==> src/rtl/aabb_pp_ram.sv <==
// Generic single write port, single read port RAM with registered read data.
// Stand-alone; no package dependency.
module aabb_pp_ram #(
   parameter int WIDTH = 8,
   parameter int DEPTH = 16
) (
   input  logic                     clock,
   input  logic                     wr_en,
   input  logic [$clog2(DEPTH)-1:0] wr_addr,
   input  logic [WIDTH-1:0]         wr_data,
   input  logic                     rd_en,
   input  logic [$clog2(DEPTH)-1:0] rd_addr,
   output logic [WIDTH-1:0]         rd_data
);

   logic [WIDTH-1:0] mem_ff [DEPTH];
   logic [WIDTH-1:0] rd_data_ff;

   always_ff @(posedge clock) begin
      if (wr_en) begin
         mem_ff[wr_addr] <= wr_data;
      end
      if (rd_en) begin
         rd_data_ff <= mem_ff[rd_addr];
      end
   end

   assign rd_data = rd_data_ff;

endmodule

==> config.mk <==
export PLATFORM = sky130hd
export DESIGN_NAME = aabb_pp_ram
export DESIGN_NICKNAME = d
export VERILOG_FILES = /design/src/rtl/aabb_pp_ram.sv
export SDC_FILE = /design/constraint.sdc
export NUM_CORES = 1
export LEC_CHECK = 0
export ABC_CLOCK_PERIOD_IN_PS = 2300
export BUFFER_PORTS_ARGS = -buffer_cell sky130_fd_sc_hd__buf_2
export CAP_MARGIN = 20
export CORE_AREA = 2 2 101 103
export CTS_BUF_LIST = sky130_fd_sc_hd__clkbuf_8
export CTS_CLUSTER_SIZE = 14
export DETAILED_ROUTE_END_ITERATION = 10
export DIE_AREA = 0 0 103 105
export GPL_TIMING_DRIVEN = 0
export PLACE_DENSITY = 0.83
export RECOVER_POWER = 25
export SLEW_MARGIN = 20
export SYNTH_ARGS = -nofsm -noshare
export SYNTH_HDL_FRONTEND = slang
export SYNTH_SLANG_ARGS = --single-unit
==> constraint.sdc <==
create_clock -name clock -period 2.3 [get_ports clock]
set_input_delay 0.345 -clock clock [delete_from_list [all_inputs] [get_ports clock]]
set_output_delay 0.345 -clock clock [all_outputs]
set_load 0.02 [all_outputs]
* Word-level counts from Yosys, hierarchy flattened
Memory sizes are Yosys's and may differ from the RTL's. A register that Yosys moved wholly into a read port is not among the register bits. Cells that the tools add are included.
Storage, ports and cells: register bits 0, memory bits (writable) 128, input port bits 19, logic and storage cells 3, memories 1
Memories:
- mem_ff | words 16, bits a word 8, read ports 1, clocked after memory_dff 1, write ports 1, RTL line 16 | logic [WIDTH-1:0] mem_ff [DEPTH];
Cells by class: muxes and demuxes 2
Operators with widths (count):
- $mux W1 | 2

* Longest topological paths before layout
depth after elaboration 2, gate-level depth with buffers 5

* Least setup slack after synthesis
No wires, ideal clock.
path kind input port to flip-flop, start point input port wr_addr[2], end point memory mem_ff[0][0] (enable), setup time 0.383 ns, arrival 1.455 ns, setup slack 0.462 ns, stages on the path 2, cells stage by stage or3b_2 -> nor3_1
RTL lines:
- start: declaration | RTL line 9 | input logic [$clog2(DEPTH)-1:0] wr_addr,
- end: declaration | RTL line 16
Straight into the memory's write port.

==> results by stage <==
Outcome:
- The run finished with clean final reports.

Global route:
- For this run the aggregate overflow at the end of global routing stands at 0.
- The first global-routing pass estimated 14,390 µm of wire.
- The largest net degree at the start of global routing is 17.
- The via count of the first global-routing pass is about 2,500.
- Across every metal layer, demand over resource in global routing totals 0.1950.
- The initial antenna violation count is 0.

Routing:
- After the first detailed-routing iteration, the DRC count stood at approximately 300.
- After detailed routing, the average wire length per cell comes to 22.69 µm.
- The post-detailed-route via-to-cell ratio is 5.730.
- The first detailed-routing pass ran for 4 iterations.
- The total number of vias is 2,395.
- In the routed design, unresolved DRC markers number 0.
- The antenna violation net count after detailed routing is 0.
- Summed over all layers, the routed wires come to 9484 µm.

Setup path:
- The maximum single-stage delay on the critical path is between 500 and 600 ps.
- The startpoint identified for the worst register-to-register timing path is mem_ff[5][0]$_DFFE_PP_.
- Data arrives at the worst endpoint at 1790 ps.
- Traced cell by cell, the critical path runs through mux4_1 > a22oi_1 > nand2_1.
- The worst register-to-register path ends at rd_data[0]$_DFFE_PP_.
- Along the worst path, the maximum fanout reaches 1.
- The slowest stage cell on the critical path is sky130_fd_sc_hd__mux4_1.
- The worst setup path is launched from a flip-flop.
- In this design, the largest share of critical-path delay is due to multiplexers.
- At the worst endpoint, the required time is 2460 ps.
- The cell depth of the worst flop-to-flop path is 3.
- The critical path starts at mem_ff[5][0]$_DFFE_PP_.
- The endpoint kind of the worst setup timing path is a flip-flop.
- The type of the setup path with the least slack is reg2reg.
- The critical path ends at rd_data[0]$_DFFE_PP_.
- In this run the number of cells on the critical path is 3.
- The setup check on the worst reg-to-reg path leaves a slack of 670 ps.
- The combined buffer and inverter count along the critical path is 0.

Clock network:
- The clock net sink count is between 100 and 150.
- Counting along the longest clock path gives a buffer depth of 2.
- The number of hold buffers added after CTS was 0.
- The number of setup buffers added after CTS is 0.
- The H-tree depth is 4.
- The clock edge transition at the registers on the reported setup and hold paths is ~70 ps.
- The clock latency on the worst-skew pair is 420 ps.
- The cell at the root of the clock tree is sky130_fd_sc_hd__clkbuf_8.
- The number of gates resized after CTS is 0.
- Counting the buffers created by CTS gives 17.
- TritonCTS built the clock tree.

Yosys:
- The share of the Yosys chip area taken by registers is 0.7812.
- The synthesized flop and latch total is around 140.
- Counting distinct cell types in the post-synthesis netlist gives 18.
- When the netlist entered floorplanning its net count stood at 248.
- The yosys synthesis warning count is 0.
- Summing every instance area after synthesis gives 5228 µm².
- The cell count after synthesis is approximately 230.
- The average instance in the mapped netlist occupies 22.83 µm².

Job:
- The max capacitance violation total is 0.

Layout:
- The footprint of the flip-flops and latches is 4084 µm².
- The number of antenna diodes in the final layout is 0.
- The multi-input logic area is 1077 µm².
- The final layout net count is 292.
- The synthesis-to-layout area growth is 13.43%.
- Counting the fill cells in the layout gives 671.
- In the final layout, the share of cells above drive strength 1 is 0.2667.

Floorplanning:
- The initial utilization of the core area, before any placement, comes to 0.5423.
- The core outline area is 9639 µm².
- The floorplan row count is 36.
- From left edge to right edge, the die measures roughly 100 µm.
- For this design the top-level I/O count stands at 27.
- The die is 105 µm tall.
- The die covers around 11,000 µm².

Timing:
- Adding up every negative setup slack in the final design gives 0 ps.
- The maximum operating frequency is 0.6129 GHz.
- Headroom to the max-slew limit came out at 0.4733.
- Setup violations remaining at the end of the flow were counted as 0.
- The post-layout minimum cycle time is 1632 ps.
- For the final database, setup skew stands at 6.911 ps.
- The measured slew at the worst slew-check pin is about 800 ps.
- In the finished design, the share of the clock period the worst path needs comes to 0.7094.
- The final max-slew violation count is 0.
- The final hold violation count was 0.
- Setup repair after global routing left no endpoint under its margin.
- The minimum hold slack is between 300 and 400 ps.

Placed design:
- The count of buffers inserted at the top-level ports is 25.
- Routability-driven placement finished with a final weighted congestion of 0.7474.
- The final HPWL from detailed placement is 6188 µm.

Min path:
- The worst min-delay path category is in2reg.

Pwr:
- The largest voltage drop on the vdd net is 448.8 µV.
- For this design the static power due to leakage is 1.947 nW.
- The power per unit of standard cell area is 848.3 nW/µm².
[area by class of cell]
class	instances	area share
well taps	133	0.02807
flip-flops and latches	136	0.6888
repair buffers	25	0.01962
clock inverters	14	0.02785
plain buffers	10	0.01456
clock buffers	17	0.03946
multi-input cells	83	0.1817
[worst min path at each step]
stage                from                endpoint  slack, ps  cells past startpoint
2_1_floorplan  wr_data[0]  mem_ff[0][0]$_DFFE_PP_        440                      0
3_3_place_gp        rd_en    rd_data[3]$_DFFE_PP_        680                      1
3_5_place_dp        rd_en    rd_data[1]$_DFFE_PP_        680                      1
4_1_cts             rd_en    rd_data[5]$_DFFE_PP_        240                      1
5_1_grt        wr_data[2]  mem_ff[3][2]$_DFFE_PP_        330                      1
6_report       wr_data[2]  mem_ff[2][2]$_DFFE_PP_        330                      1
[Yosys cell counts (all sizes together)]
library cell	count	area [µm²]
edfxtp	136	4084
nor2	13	48.80
or3b	1	8.760
and2	1	6.260
a22oi	16	120.1
nand3	1	5.000
nand2	9	33.78
buf	7	56.30
mux4	32	773.2
nor3	4	20.02
nand2b	2	12.51
nand3b	2	15.01
clkdlybuf4s25	3	30.03
nor2b	1	6.260
and2b	1	7.510
[metrics by stage]
step	setup slack, ps	instance area [µm²]	std cells	utilization	power [mW]
floorplan	462.1	5228	229	-	3.011
global placement	-52.77	5519	387	0.5726	3.114
detailed placement	265.0	5529	387	0.5736	3.131
CTS	646.1	5928	418	0.6150	5.055
global route	620.1	5929	418	0.6151	5.176
finish	668.4	5929	418	0.6151	5.030
[power by group]
part / total, mW / internal, mW / switching [mW] / leakage [nW]
sequential: 2.80 / 2.79 / 0.0126 / 1.24
combinational: 0.270 / 0.106 / 0.164 / 0.503
clock: 1.96 / 1.15 / 0.810 / 0.208
total: 5.03 / 4.04 / 0.987 / 1.95
[kinds of logic (layout without fill, tap and decap cells)]
kind of cell           Yosys count  count (layout)  share of synthesized area
muxes                           32              32                     0.1479
buffers and inverters           10              66                    0.01651
AOI/OAI and AO/OA               16              16                    0.02298
DFF                            136             136                     0.7812
and+or+nand+nor                 35              35                    0.03136
[cells in the final DEF (no fill, tap or decap), types with 2 or more instances in the layout]
cell type	count
sky130_fd_sc_hd__clkbuf_8	17
sky130_fd_sc_hd__nand2_1	9
sky130_fd_sc_hd__nand2b_1	2
sky130_fd_sc_hd__edfxtp_1	136
sky130_fd_sc_hd__clkbuf_1	7
sky130_fd_sc_hd__a22oi_1	16
sky130_fd_sc_hd__clkinv_2	3
sky130_fd_sc_hd__mux4_2	18
sky130_fd_sc_hd__nor2_1	13
sky130_fd_sc_hd__nand3b_1	2
sky130_fd_sc_hd__bufinv_16	4
sky130_fd_sc_hd__buf_2	21
sky130_fd_sc_hd__mux4_1	14
sky130_fd_sc_hd__buf_6	3
sky130_fd_sc_hd__clkinv_1	4
sky130_fd_sc_hd__inv_1	2
sky130_fd_sc_hd__nor3_2	4
sky130_fd_sc_hd__clkdlybuf4s25_2	3
[worst register-to-register path: cells and delay by family, from the launching register on]
| kind | cells | cell delay (ps) |
|---|---|---|
| AO/OA/AOI/OAI | 1 | 300 |
| AND/OR/NAND/NOR | 1 | 110 |
| flip-flops | 1 | 380 |
| multiplexers | 1 | 580 |
[routing by layer]
| layer | routed length [µm] | global-route usage | share of wire | up-vias |
|---|---|---|---|---|
| met2 | 4829 | 0.3089 | 0.51 | 141 |
| li1 | - | - | - | 1071 |
| met3 | 883 | 0.05351 | 0.093 | 10 |
| met1 | 3640 | 0.2695 | 0.38 | 1173 |
| met4 | 130 | 0.05357 | 0.014 | 0 |
| met5 | 0 | 0 | 0 | - |
[state kept, by name (all words and copies together) (netlist names)]
| register | count |
|---|---|
| mem_ff | 128 |
| rd_data | 8 |
No activity file was read; power rests on OpenSTA's default activity.
