$ cat config.mk
export PLATFORM = sky130hd
export DESIGN_NAME = aabb_pp_unit
export DESIGN_NICKNAME = d
export VERILOG_FILES = /design/src/rtl/aabb_pp_pkg.sv /design/src/rtl/aabb_pp_unit.sv
export SDC_FILE = /design/constraint.sdc
export NUM_CORES = 1
export LEC_CHECK = 0
export ABC_AREA = 1
export BUFFER_PORTS_ARGS = -buffer_cell sky130_fd_sc_hd__buf_2
export CAP_MARGIN = 15
export CORE_MARGIN = 3
export CORE_UTILIZATION = 61
export CTS_BUF_LIST = sky130_fd_sc_hd__clkbuf_8
export CTS_CLUSTER_SIZE = 8
export DETAILED_ROUTE_END_ITERATION = 8
export PLACE_DENSITY = 0.92
export SYNTH_ARGS = -nofsm -noshare
export SYNTH_HDL_FRONTEND = slang
export SYNTH_SLANG_ARGS = --single-unit
$ cat constraint.sdc
create_clock -name clock -period 3.4 [get_ports clock]
set_input_delay 0.68 -clock clock [delete_from_list [all_inputs] [get_ports clock]]
set_output_delay 0.68 -clock clock [all_outputs]
set_load 0.01 [all_outputs]
$ cat src/rtl/aabb_pp_pkg.sv
// Shared types, widths and helpers for the box pair overlap block.
// Used by the pair unit and the top level; depends on nothing else.
package aabb_pp_pkg;

   localparam int MAX_BOXES  = 64;
   localparam int COORD_BITS = 32;

   localparam int ADDR_W  = $clog2(MAX_BOXES);
   localparam int CNT_W   = $clog2(MAX_BOXES + 1);
   localparam int INDEX_W = 6;
   localparam int DEPTH_W = 33;
   localparam int SUM_W   = COORD_BITS + 1;
   localparam int WIDE_W  = COORD_BITS + 2;
   localparam int OV_W    = COORD_BITS + 3;
   localparam int CMP_W   = (OV_W > DEPTH_W) ? OV_W : DEPTH_W;

   localparam logic [DEPTH_W-1:0] DEPTH_MAX = '1;

   localparam logic [1:0] AXIS_X = 2'd0;
   localparam logic [1:0] AXIS_Y = 2'd1;
   localparam logic [1:0] AXIS_Z = 2'd2;

   typedef logic [SUM_W-1:0]  sum_type;
   typedef logic [WIDE_W-1:0] wide_type;
   typedef logic [OV_W-1:0]   ov_type;

   typedef struct packed {
      logic                         first_of_set;
      logic signed [COORD_BITS-1:0] min_x;
      logic signed [COORD_BITS-1:0] min_y;
      logic signed [COORD_BITS-1:0] min_z;
      logic signed [COORD_BITS-1:0] max_x;
      logic signed [COORD_BITS-1:0] max_y;
      logic signed [COORD_BITS-1:0] max_z;
   } req_type;

   typedef struct packed {
      logic [INDEX_W-1:0] earlier_index;
      logic [INDEX_W-1:0] newer_index;
      logic [1:0]         normal_axis;
      logic               normal_negative;
      logic [DEPTH_W-1:0] depth_doubled;
      logic               last_of_run;
   } rsp_type;

   // A stored box is kept as per-axis span (max - min) and center sum (min + max).
   typedef struct packed {
      sum_type [2:0] span;
      sum_type [2:0] csum;
   } box_prep_type;

   typedef struct packed {
      logic               valid;
      logic               hit;
      logic [INDEX_W-1:0] index;
      logic [1:0]         axis;
      logic               negative;
      logic [DEPTH_W-1:0] depth;
   } cand_type;

   // The argument is known to be positive here.
   function automatic logic [DEPTH_W-1:0] depth_sat(input ov_type ov);
      logic [CMP_W-1:0] w;
      w = CMP_W'(ov);
      if (w > CMP_W'(DEPTH_MAX)) begin
         return DEPTH_MAX;
      end
      return DEPTH_W'(w);
   endfunction

endpackage

$ cat src/rtl/aabb_pp_unit.sv
// Pipelined pair test unit: one stored box against the new box per cycle.
// Depends on aabb_pp_pkg.
module aabb_pp_unit
   import aabb_pp_pkg::*;
(
   input  logic               clock,
   input  logic               reset,
   input  logic               in_valid,
   input  logic [INDEX_W-1:0] in_index,
   input  box_prep_type       stored,
   input  box_prep_type       fresh,
   output logic               active,
   output cand_type           cand
);

   logic               s1_valid_ff, s2_valid_ff, s3_valid_ff, out_valid_ff;
   logic [INDEX_W-1:0] s1_index_ff, s2_index_ff, s3_index_ff;
   wide_type [2:0]     total_ff, dl_ff;
   wide_type [2:0]     total_in, dl_in;
   ov_type [2:0]       ov_ff, ov_in;
   logic [2:0]         neg2_ff, neg3_ff;
   logic               hit_ff, hit_in;
   ov_type             best01_ff, best01_in, ov2_ff;
   logic [1:0]         axis01_ff, axis01_in;
   logic [2:0]         pos;
   cand_type           cand_ff, cand_in;

   // Stage one: summed spans and center difference (newer minus earlier).
   always_comb begin
      for (int k = 0; k < 3; k++) begin
         total_in[k] = WIDE_W'($signed(stored.span[k])) + WIDE_W'($signed(fresh.span[k]));
         dl_in[k]    = WIDE_W'($signed(fresh.csum[k])) - WIDE_W'($signed(stored.csum[k]));
      end
   end

   // Stage two: doubled overlap = total - |dl|.
   always_comb begin
      for (int k = 0; k < 3; k++) begin
         if (dl_ff[k][WIDE_W-1]) begin
            ov_in[k] = OV_W'($signed(total_ff[k])) + OV_W'($signed(dl_ff[k]));
         end else begin
            ov_in[k] = OV_W'($signed(total_ff[k])) - OV_W'($signed(dl_ff[k]));
         end
      end
   end

   // Stage three: overlap test and the x against y choice.
   always_comb begin
      for (int k = 0; k < 3; k++) begin
         pos[k] = !ov_ff[k][OV_W-1] && (ov_ff[k] != '0);
      end
      hit_in = &pos;
      if ($signed(ov_ff[1]) < $signed(ov_ff[0])) begin
         best01_in = ov_ff[1];
         axis01_in = AXIS_Y;
      end else begin
         best01_in = ov_ff[0];
         axis01_in = AXIS_X;
      end
   end

   // Stage four: z against the better of x and y; ties keep the earlier axis.
   always_comb begin
      cand_in.valid = s3_valid_ff;
      cand_in.hit   = hit_ff;
      cand_in.index = s3_index_ff;
      if ($signed(ov2_ff) < $signed(best01_ff)) begin
         cand_in.axis     = AXIS_Z;
         cand_in.negative = neg3_ff[2];
         cand_in.depth    = depth_sat(ov2_ff);
      end else begin
         cand_in.axis     = axis01_ff;
         cand_in.negative = (axis01_ff == AXIS_Y) ? neg3_ff[1] : neg3_ff[0];
         cand_in.depth    = depth_sat(best01_ff);
      end
   end

   always_ff @(posedge clock) begin
      if (reset) begin
         s1_valid_ff  <= 1'b0;
         s2_valid_ff  <= 1'b0;
         s3_valid_ff  <= 1'b0;
         out_valid_ff <= 1'b0;
      end else begin
         s1_valid_ff  <= in_valid;
         s2_valid_ff  <= s1_valid_ff;
         s3_valid_ff  <= s2_valid_ff;
         out_valid_ff <= s3_valid_ff;
      end
   end

   always_ff @(posedge clock) begin
      s1_index_ff <= in_index;
      total_ff    <= total_in;
      dl_ff       <= dl_in;
      s2_index_ff <= s1_index_ff;
      ov_ff       <= ov_in;
      for (int k = 0; k < 3; k++) begin
         neg2_ff[k] <= dl_ff[k][WIDE_W-1];
      end
      s3_index_ff <= s2_index_ff;
      hit_ff      <= hit_in;
      best01_ff   <= best01_in;
      axis01_ff   <= axis01_in;
      ov2_ff      <= ov_ff[2];
      neg3_ff     <= neg2_ff;
      cand_ff     <= cand_in;
   end

   assign active = s1_valid_ff || s2_valid_ff || s3_valid_ff;

   always_comb begin
      cand       = cand_ff;
      cand.valid = out_valid_ff;
   end

endmodule

# After elaboration in Yosys (flattened, before gate mapping)
# Index checks and enable logic that the tools add are counted.
[op_classes]
muxes = 15
n_eq_ne = 1
add_sub_neg = 12
n_lt_le_gt_ge = 4
reduce_logical = 12
[ops]
columns = ["cell", "count"]
rows = [
  ["35-bit two-way mux", 4],
  ["33-bit two-way mux", 4],
  ["34-bit by 34-bit adder with 35-bit output", 3],
  ["35-bit nonzero test", 3],
  ["34-bit by 34-bit subtractor with 35-bit output", 3],
  ["33-bit by 33-bit adder with 34-bit output", 3],
  ["33-bit by 33-bit subtractor with 34-bit output", 3],
  ["35-bit by 33-bit > comparator with 1-bit output, second input constant", 2],
  ["35-bit < comparator", 2],
  ["34-bit two-way mux", 1],
  ["1-bit two-way mux", 6],
  ["1-bit logical AND", 3],
  ["1-bit zero test", 3],
  ["3-bit AND reduction", 1],
  ["1-bit logical OR", 2],
  ["1-bit equality test, second input constant", 1],
]
[totals]
elab_cells = 71
regBits = 452
output_inout_bits = 45
in_bits = 405

# Logic depth before layout (Yosys ltp)
# Gate-level depths: netlist of the first run.
[logic_depth]
word_depth = 5
ltp_mapped = 21
depth_no_buf = 21

# Worst setup path after synthesis of the first run
# OpenSTA, ideal clock, no wires.
[synth_timing]
path_kind = "flip-flop to flip-flop"
startpoint = "register dl_ff[0] in the netlist's numbering"
endpoint = "register ov_ff[27] in the netlist's numbering"
n_path_buf = 0
stages_incl_launch_ff = 19
required_time_ns = 3.288
setup_ns = 0.112
t_arrival_ns = 2.617
period_less_slack_ns = 2.729
setup_slack_ns = 0.671
cell_sequence = "dfxtp_1 > inv_1 > ha_1 > nand3_1 > inv_1 > nand3_1 > nor2_1 > nand3_1 > o21ai_0 > xor2_1 > ha_1 > nand2_1 > nor2_1 > inv_1 > nor3_1 > inv_1 > o21a_1 > nand3_1 > nand2_1"
[synth_rtl]
columns = ["item", "line_no", "rtl"]
rows = [
  ["from (decl)", "aabb_pp_unit.sv:18", "wide_type [2:0] total_ff, dl_ff;"],
  ["from (signal assigned)", "aabb_pp_unit.sv:95", "dl_ff <= dl_in;"],
  ["to (signal assigned)", "aabb_pp_unit.sv:97", "ov_ff <= ov_in;"],
  ["to (decl)", "aabb_pp_unit.sv:20", "ov_type [2:0] ov_ff, ov_in;"],
]

==> flow_summary.json, run 1 <==
{
  "portBuffers": 449,
  "grt_pass1_vias": 34865,
  "pwr_density_cell_nw_per_um2": 796,
  "first_iter_violations": 3800,
  "place.gp.congestion": 1.06,
  "worst_pin_slew_ns": 0.781,
  "dr_total_vias": 37527,
  "yosysUniqueCellTypes": 37,
  "regArea_um2": 9050,
  "yosysTopAreaCell": "dfxtp_1",
  "reg2reg_depth": 17,
  "routed_wl_um": 117000,
  "num_rows": 86,
  "overflow": 0,
  "fin_ws_ns": 0.0825,
  "critPathKind": "reg -> reg",
  "clk_latency_ns": 0.65,
  "dr.pass1.iters": 7,
  "antenna_left": 0,
  "antenna_found_initial": 5,
  "cpMaxStageDelayCell": "ha_1",
  "cts_hold_buf": 0,
  "final_nets": 6556,
  "r2r_start": "dl_ff[68]",
  "drc": 0,
  "cts_made_buffers": 77,
  "critPathLaunchType": "flip-flop",
  "drv_cap": 0,
  "hold_start": "in_index[0]",
  "dieArea_um2": 59300,
  "clockBufferDepth": 3,
  "critical_path_arrival_ns": 3.86,
  "syn_area_um2": 34400,
  "grt_max_degree": 36,
  "dp_hpwl_um": 98000,
  "die_h_um": 243,
  "whs_ns": 0.134,
  "wl_per_cell_um": 17.8,
  "avgSynthCellArea_um2": 6.55,
  "ys_seq_area_share_pct": 26.3,
  "startpoint": "dl_ff[68]",
  "grt_usage_pct": 37.7,
  "io_pins": 450,
  "vias_per_cell": 5.72,
  "clkTransAtPathRegs_ns": 0.06,
  "syn_nets": 6039,
  "crit_top_cell": "nand2_1",
  "max_stage_delay_ns": 0.36,
  "end_kind": "flip-flop",
  "multiInputGateArea_um2": 22500,
  "clock_sinks": 452,
  "setup_viol": 0,
  "clock_skew_ns": 0.0343,
  "postPlaceCellArea_um2": 37500,
  "synth_cells": 5251,
  "peakVddDrop_uv": 781,
  "report.final.slew_viol_count": 0,
  "ys_ff_latch": 452,
  "final_cell_area_um2": 39000,
  "initial_core_util_pct": 62.0,
  "coreArea_um2": 55400,
  "rsz0062_at_grt": "yes",
  "root_buffer": "clkbuf_8",
  "synth_largest_type_area_fraction_pct": 26.3,
  "grt_pass1_wl_um": 182000,
  "dp_slack_ns": 0.189,
  "synth.area.top_cells": "dfxtp_1, nand2_1, ha_1, inv_1, a21oi_1",
  "synthToLayoutAreaGrowth_pct": 13.5,
  "finalCritPeriodShare_pct": 97.6,
  "ys_warn_count": 0,
  "cts_htree_levels": 3,
  "max_freq_mhz": 301,
  "tritoncts": "yes",
  "crit_required_ns": 3.94,
  "crit_path_max_fanout": 5,
  "r2r_end": "ov_ff[101]",
  "power_w": 0.0311,
  "crit_end": "ov_ff[101]",
  "report.final.hold_viol_count": 0,
  "drive_gt1_share_pct": 10.7,
  "max_slew_margin_pct": 47.5,
  "hold_class": "in -> reg",
  "fill_cells": 4832,
  "status": "completed",
  "reg2reg_slack_ns": 0.08,
  "period_needed_ns": 3.32,
  "crit_chain": "inv_1 > ha_2 > nand2_1 > nor3_1 > nand4_1 > nor2_1 > nand2_1 > nand3_1 > nand2_1 > ha_1 > a21oi_1 > o21ai_0 > a21oi_1 > o21a_1 > nand2_1 > nand2_1 > nand2_1",
  "die_w_um": 243,
  "final_core_util_pct": 70.4,
  "p_leak_nw": 20.5
}
-- flip-flops by register name (all words and copies together), names as in the netlist --
| register | count |
|---|---|
| hit_ff | 1 |
| neg2_ff | 3 |
| s1_valid_ff | 1 |
| out_valid_ff | 1 |
| s2_valid_ff | 1 |
| cand | 43 |
| s2_index_ff | 6 |
| s3_index_ff | 6 |
| s3_valid_ff | 1 |
| neg3_ff | 3 |
| dl_ff | 102 |
| ov2_ff | 35 |
| ov_ff | 105 |
| s1_index_ff | 6 |
| total_ff | 102 |
| best01_ff | 35 |
| axis01_ff | 1 |
-- layout by cell type, fill, tap and decap left out, types with 31 or more instances in the layout --
master	Yosys	final
clkbuf_8	12	86
buf_4	5	31
ha_1	374	371
a21oi_1	450	446
o21ai_0	269	261
nor3_1	71	69
nand4_1	39	39
o21a_1	42	42
inv_1	692	708
xnor2_1	42	42
dfxtp_1	452	452
xor2_1	229	229
buf_2	7	449
nand3_1	418	418
nand2_1	1348	1348
a21o_1	49	49
nor4_1	37	37
nor2_1	600	589
-- what timing repair did --
action,4_1_cts,5_1_grt
hold endpoints to repair,0,0
setup endpoints to repair,0,34
resized for setup,0,27
buffers inserted,0,0
-- cells in the mapped netlist (all sizes together) --
master,instances
and3,5
ha,374
inv,692
nor3,72
o31ai,1
or2,2
xor2,229
xnor2,42
a21oi,450
a31oi,5
dfxtp,452
fa,9
o211ai,14
nand3b,17
nor2,600
o311ai,6
a21o,49
buf,15
nor4,37
clkbuf,26
nand3,422
a21boi,7
o21bai,18
nand4,39
o21ai,270
o21a,42
and2,2
nand2,1353
dlygate4sd1,1
-- kinds of logic after synthesis --
family | count (synthesis) | synth area share, %
AND/OR/NAND/NOR | 2549 | 30.5
AO/OA/AOI/OAI | 862 | 13.6
buffers and inverters | 734 | 8.53
flip-flops | 452 | 26.3
adder cells (fa/ha/maj) | 383 | 14.1
XOR/XNOR | 271 | 6.90
-- layout make-up --
type / count / share of cell area, %
diodes: 3 / 0.0192
clock buffers: 86 / 3.03
clock inverters: 38 / 0.805
inverters: 692 / 6.65
multi-input cells: 4065 / 57.6
flip-flops and latches: 452 / 23.2
well taps: 748 / 2.40
repair buffers: 480 / 6.35
-- metrics by stage --
step                TNS, ns  cells
floorplan                 0   5251
global placement          0   6437
detailed placement        0   6437
CTS                       0   6561
global route        -0.0162   6564
finish                    0   6564
-- worst max-delay path: cells and delay by family, from the launching register on --
kind / cells / cell delay (ns)
adder cells (fa/ha/maj): 2 / 0.59
flip-flops: 1 / 0.32
AO/OA/AOI/OAI: 4 / 1.03
AND/OR/NAND/NOR: 10 / 1.19
buffers and inverters: 1 / 0.08
-- layer usage --
metal / wire length, µm / vias up / track usage [%]
li1: - / 18186 / -
met1: 51100 / 17066 / 53.1
met2: 50700 / 2003 / 59.4
met3: 11200 / 268 / 5.38
met4: 3840 / 4 / 12.2
met5: 29 / - / 0
-- worst min path at each step --
stage	slack [ns]	to	depth (start not counted)
3_3_place_gp	0.31	s3_index_ff[4]	0
2_1_floorplan	0.31	cand[36]	0
6_report	0.13	s1_index_ff[0]	1
4_1_cts	0.09	s1_index_ff[0]	1
3_5_place_dp	0.31	cand[37]	0
5_1_grt	0.11	s1_index_ff[0]	1
-- power by group --
part / total [W] / switching [W] / internal, W
Combinational: 0.0172 / 0.0114 / 0.00586
Clock: 0.00490 / 0.00221 / 0.00269
Sequential: 0.00894 / 0.00158 / 0.00736
Total: 0.0311 / 0.0152 / 0.0159
(Power assumes the default switching activity.)
==> run 2, diff against run 1 <==
CORE_UTILIZATION = 39   (was 61)
PLACE_DENSITY = 0.66   (was 0.92)
==> flow_summary.json, run 2 (synthesis results as in run 1) <==
{
  "critPathKind": "reg -> reg",
  "clock_sinks": 452,
  "report.final.slew_viol_count": 0,
  "peakVddDrop_uv": 661,
  "die_w_um": 303,
  "portBuffers": 449,
  "crit_required_ns": 3.93,
  "worst_pin_slew_ns": 0.681,
  "clkTransAtPathRegs_ns": 0.06,
  "antenna_left": 0,
  "dieArea_um2": 91800,
  "fill_cells": 9280,
  "initial_core_util_pct": 39.5,
  "place.gp.congestion": 1.00,
  "finalNonFillerCells": 6987,
  "largest_register": "ov_ff",
  "clk_latency_ns": 0.68,
  "finalCritPeriodShare_pct": 94.6,
  "dp_hpwl_um": 99600,
  "dp_cells": 6844,
  "pwr_density_cell_nw_per_um2": 782,
  "drc": 0,
  "report.final.hold_viol_count": 0,
  "largest_reg_flops": 105,
  "vias_per_cell": 5.13,
  "critPathLaunchType": "flip-flop",
  "overflow": 0,
  "clockBufferDepth": 3,
  "regArea_um2": 9050,
  "dr.pass1.iters": 6,
  "layout_common_cells": "nand2_1, inv_1, nor2_1, dfxtp_1, buf_2",
  "status": "completed",
  "setup_viol": 0,
  "period_needed_ns": 3.22,
  "num_rows": 108,
  "grt_pass1_wl_um": 179000,
  "antenna_found_initial": 7,
  "dp_slack_ns": 0.102,
  "grt_usage_pct": 24.5,
  "fin_ws_ns": 0.183,
  "multiInputGateArea_um2": 22500,
  "drive_gt1_share_pct": 10.8,
  "tritoncts": "yes",
  "grt_max_degree": 36,
  "synthToLayoutAreaGrowth_pct": 15.4,
  "max_freq_mhz": 311,
  "critical_path_arrival_ns": 3.74,
  "hold_class": "in -> reg",
  "root_buffer": "clkbuf_8",
  "io_pins": 450,
  "end_kind": "flip-flop",
  "clock_skew_ns": 0.0307,
  "cts_hold_buf": 0,
  "mostFrequentLayoutCell": "nand2_1",
  "p_leak_nw": 20.6,
  "first_iter_violations": 2835,
  "grt_pass1_vias": 33403,
  "routed_wl_um": 116000,
  "cts_htree_levels": 3,
  "crit_path_max_fanout": 5,
  "die_h_um": 303,
  "coreArea_um2": 87200,
  "dr_total_vias": 35853,
  "cts_made_buffers": 81,
  "wl_per_cell_um": 16.7,
  "final_nets": 6561,
  "reg.largest.list": "ov_ff (105), dl_ff (102), total_ff (102)",
  "drv_cap": 0,
  "max_slew_margin_pct": 54.5,
  "rsz0062_at_grt": "yes"
}
run 2: cell type report:
type | count | share of cell area [%]
Antenna cell | 6 | 0.0378
Clock buffer | 91 | 3.16
Sequential cell | 452 | 22.8
Clock inverter | 45 | 0.870
Tap cell | 1155 | 3.64
Inverter | 692 | 6.55
Timing Repair Buffer | 481 | 6.30
Multi-Input combinational cell | 4065 | 56.6
run 2: power by group:
group	switching (W)	internal (W)	leakage [nW]
Combinational	0.0112	0.00582	15.9
Clock	0.00232	0.00277	0.898
Sequential	0.00160	0.00736	3.81
Total	0.0151	0.0159	20.6
run 2: stage by stage:
step                      power (W)  instance area [µm²]  hold slack (ns)  util [%]  setup TNS, ns
after floorplan              0.0204                34400            0.310         -              0
after global placement       0.0255                38000            0.311      43.6              0
after detailed placement     0.0256                38000            0.312      43.6              0
after CTS                    0.0309                39600           0.0523      45.4              0
after global routing         0.0337                39700           0.0741      45.5       -0.00168
final                        0.0310                39700            0.118      45.5              0
run 2: final timing paths:
kind                             startpoint              to  slack (ns)  depth (start not counted)
worst max-delay path              dl_ff[68]       ov_ff[95]        0.18                         18
worst min-delay path            in_index[2]  s1_index_ff[2]        0.12                          1
worst min register to register   neg2_ff[2]      neg3_ff[2]        0.32                          0
worst max register to register    dl_ff[68]       ov_ff[95]        0.18                         18
run 2: critical path, stage by stage (launching register included):
cell     delay (ns)
dfxtp_1        0.31
inv_1          0.07
ha_1           0.24
nand2_1        0.12
nor3_2         0.22
nand4_1        0.17
nor2_1         0.18
nand3_1        0.13
nand3_1        0.09
nand2_1        0.12
ha_2           0.42
nand2_1        0.13
nor2_2         0.22
inv_1          0.06
nor2_1         0.13
inv_1          0.09
o21a_1         0.20
nand3_1        0.06
nand2_1        0.10
run 2: what timing repair did:
action	CTS	global route
buffers inserted	0	1
gates resized for setup	0	24
setup endpoints to repair	0	42
run 2: layer usage:
| layer | vias up | GRT usage [%] | wire length, µm |
|---|---|---|---|
| li1 | 18216 | - | - |
| met1 | 16152 | 35.0 | 55000 |
| met3 | 202 | 3.91 | 8450 |
| met4 | 2 | 8.01 | 3400 |
| met5 | - | 0 | 9 |
| met2 | 1281 | 37.5 | 49500 |
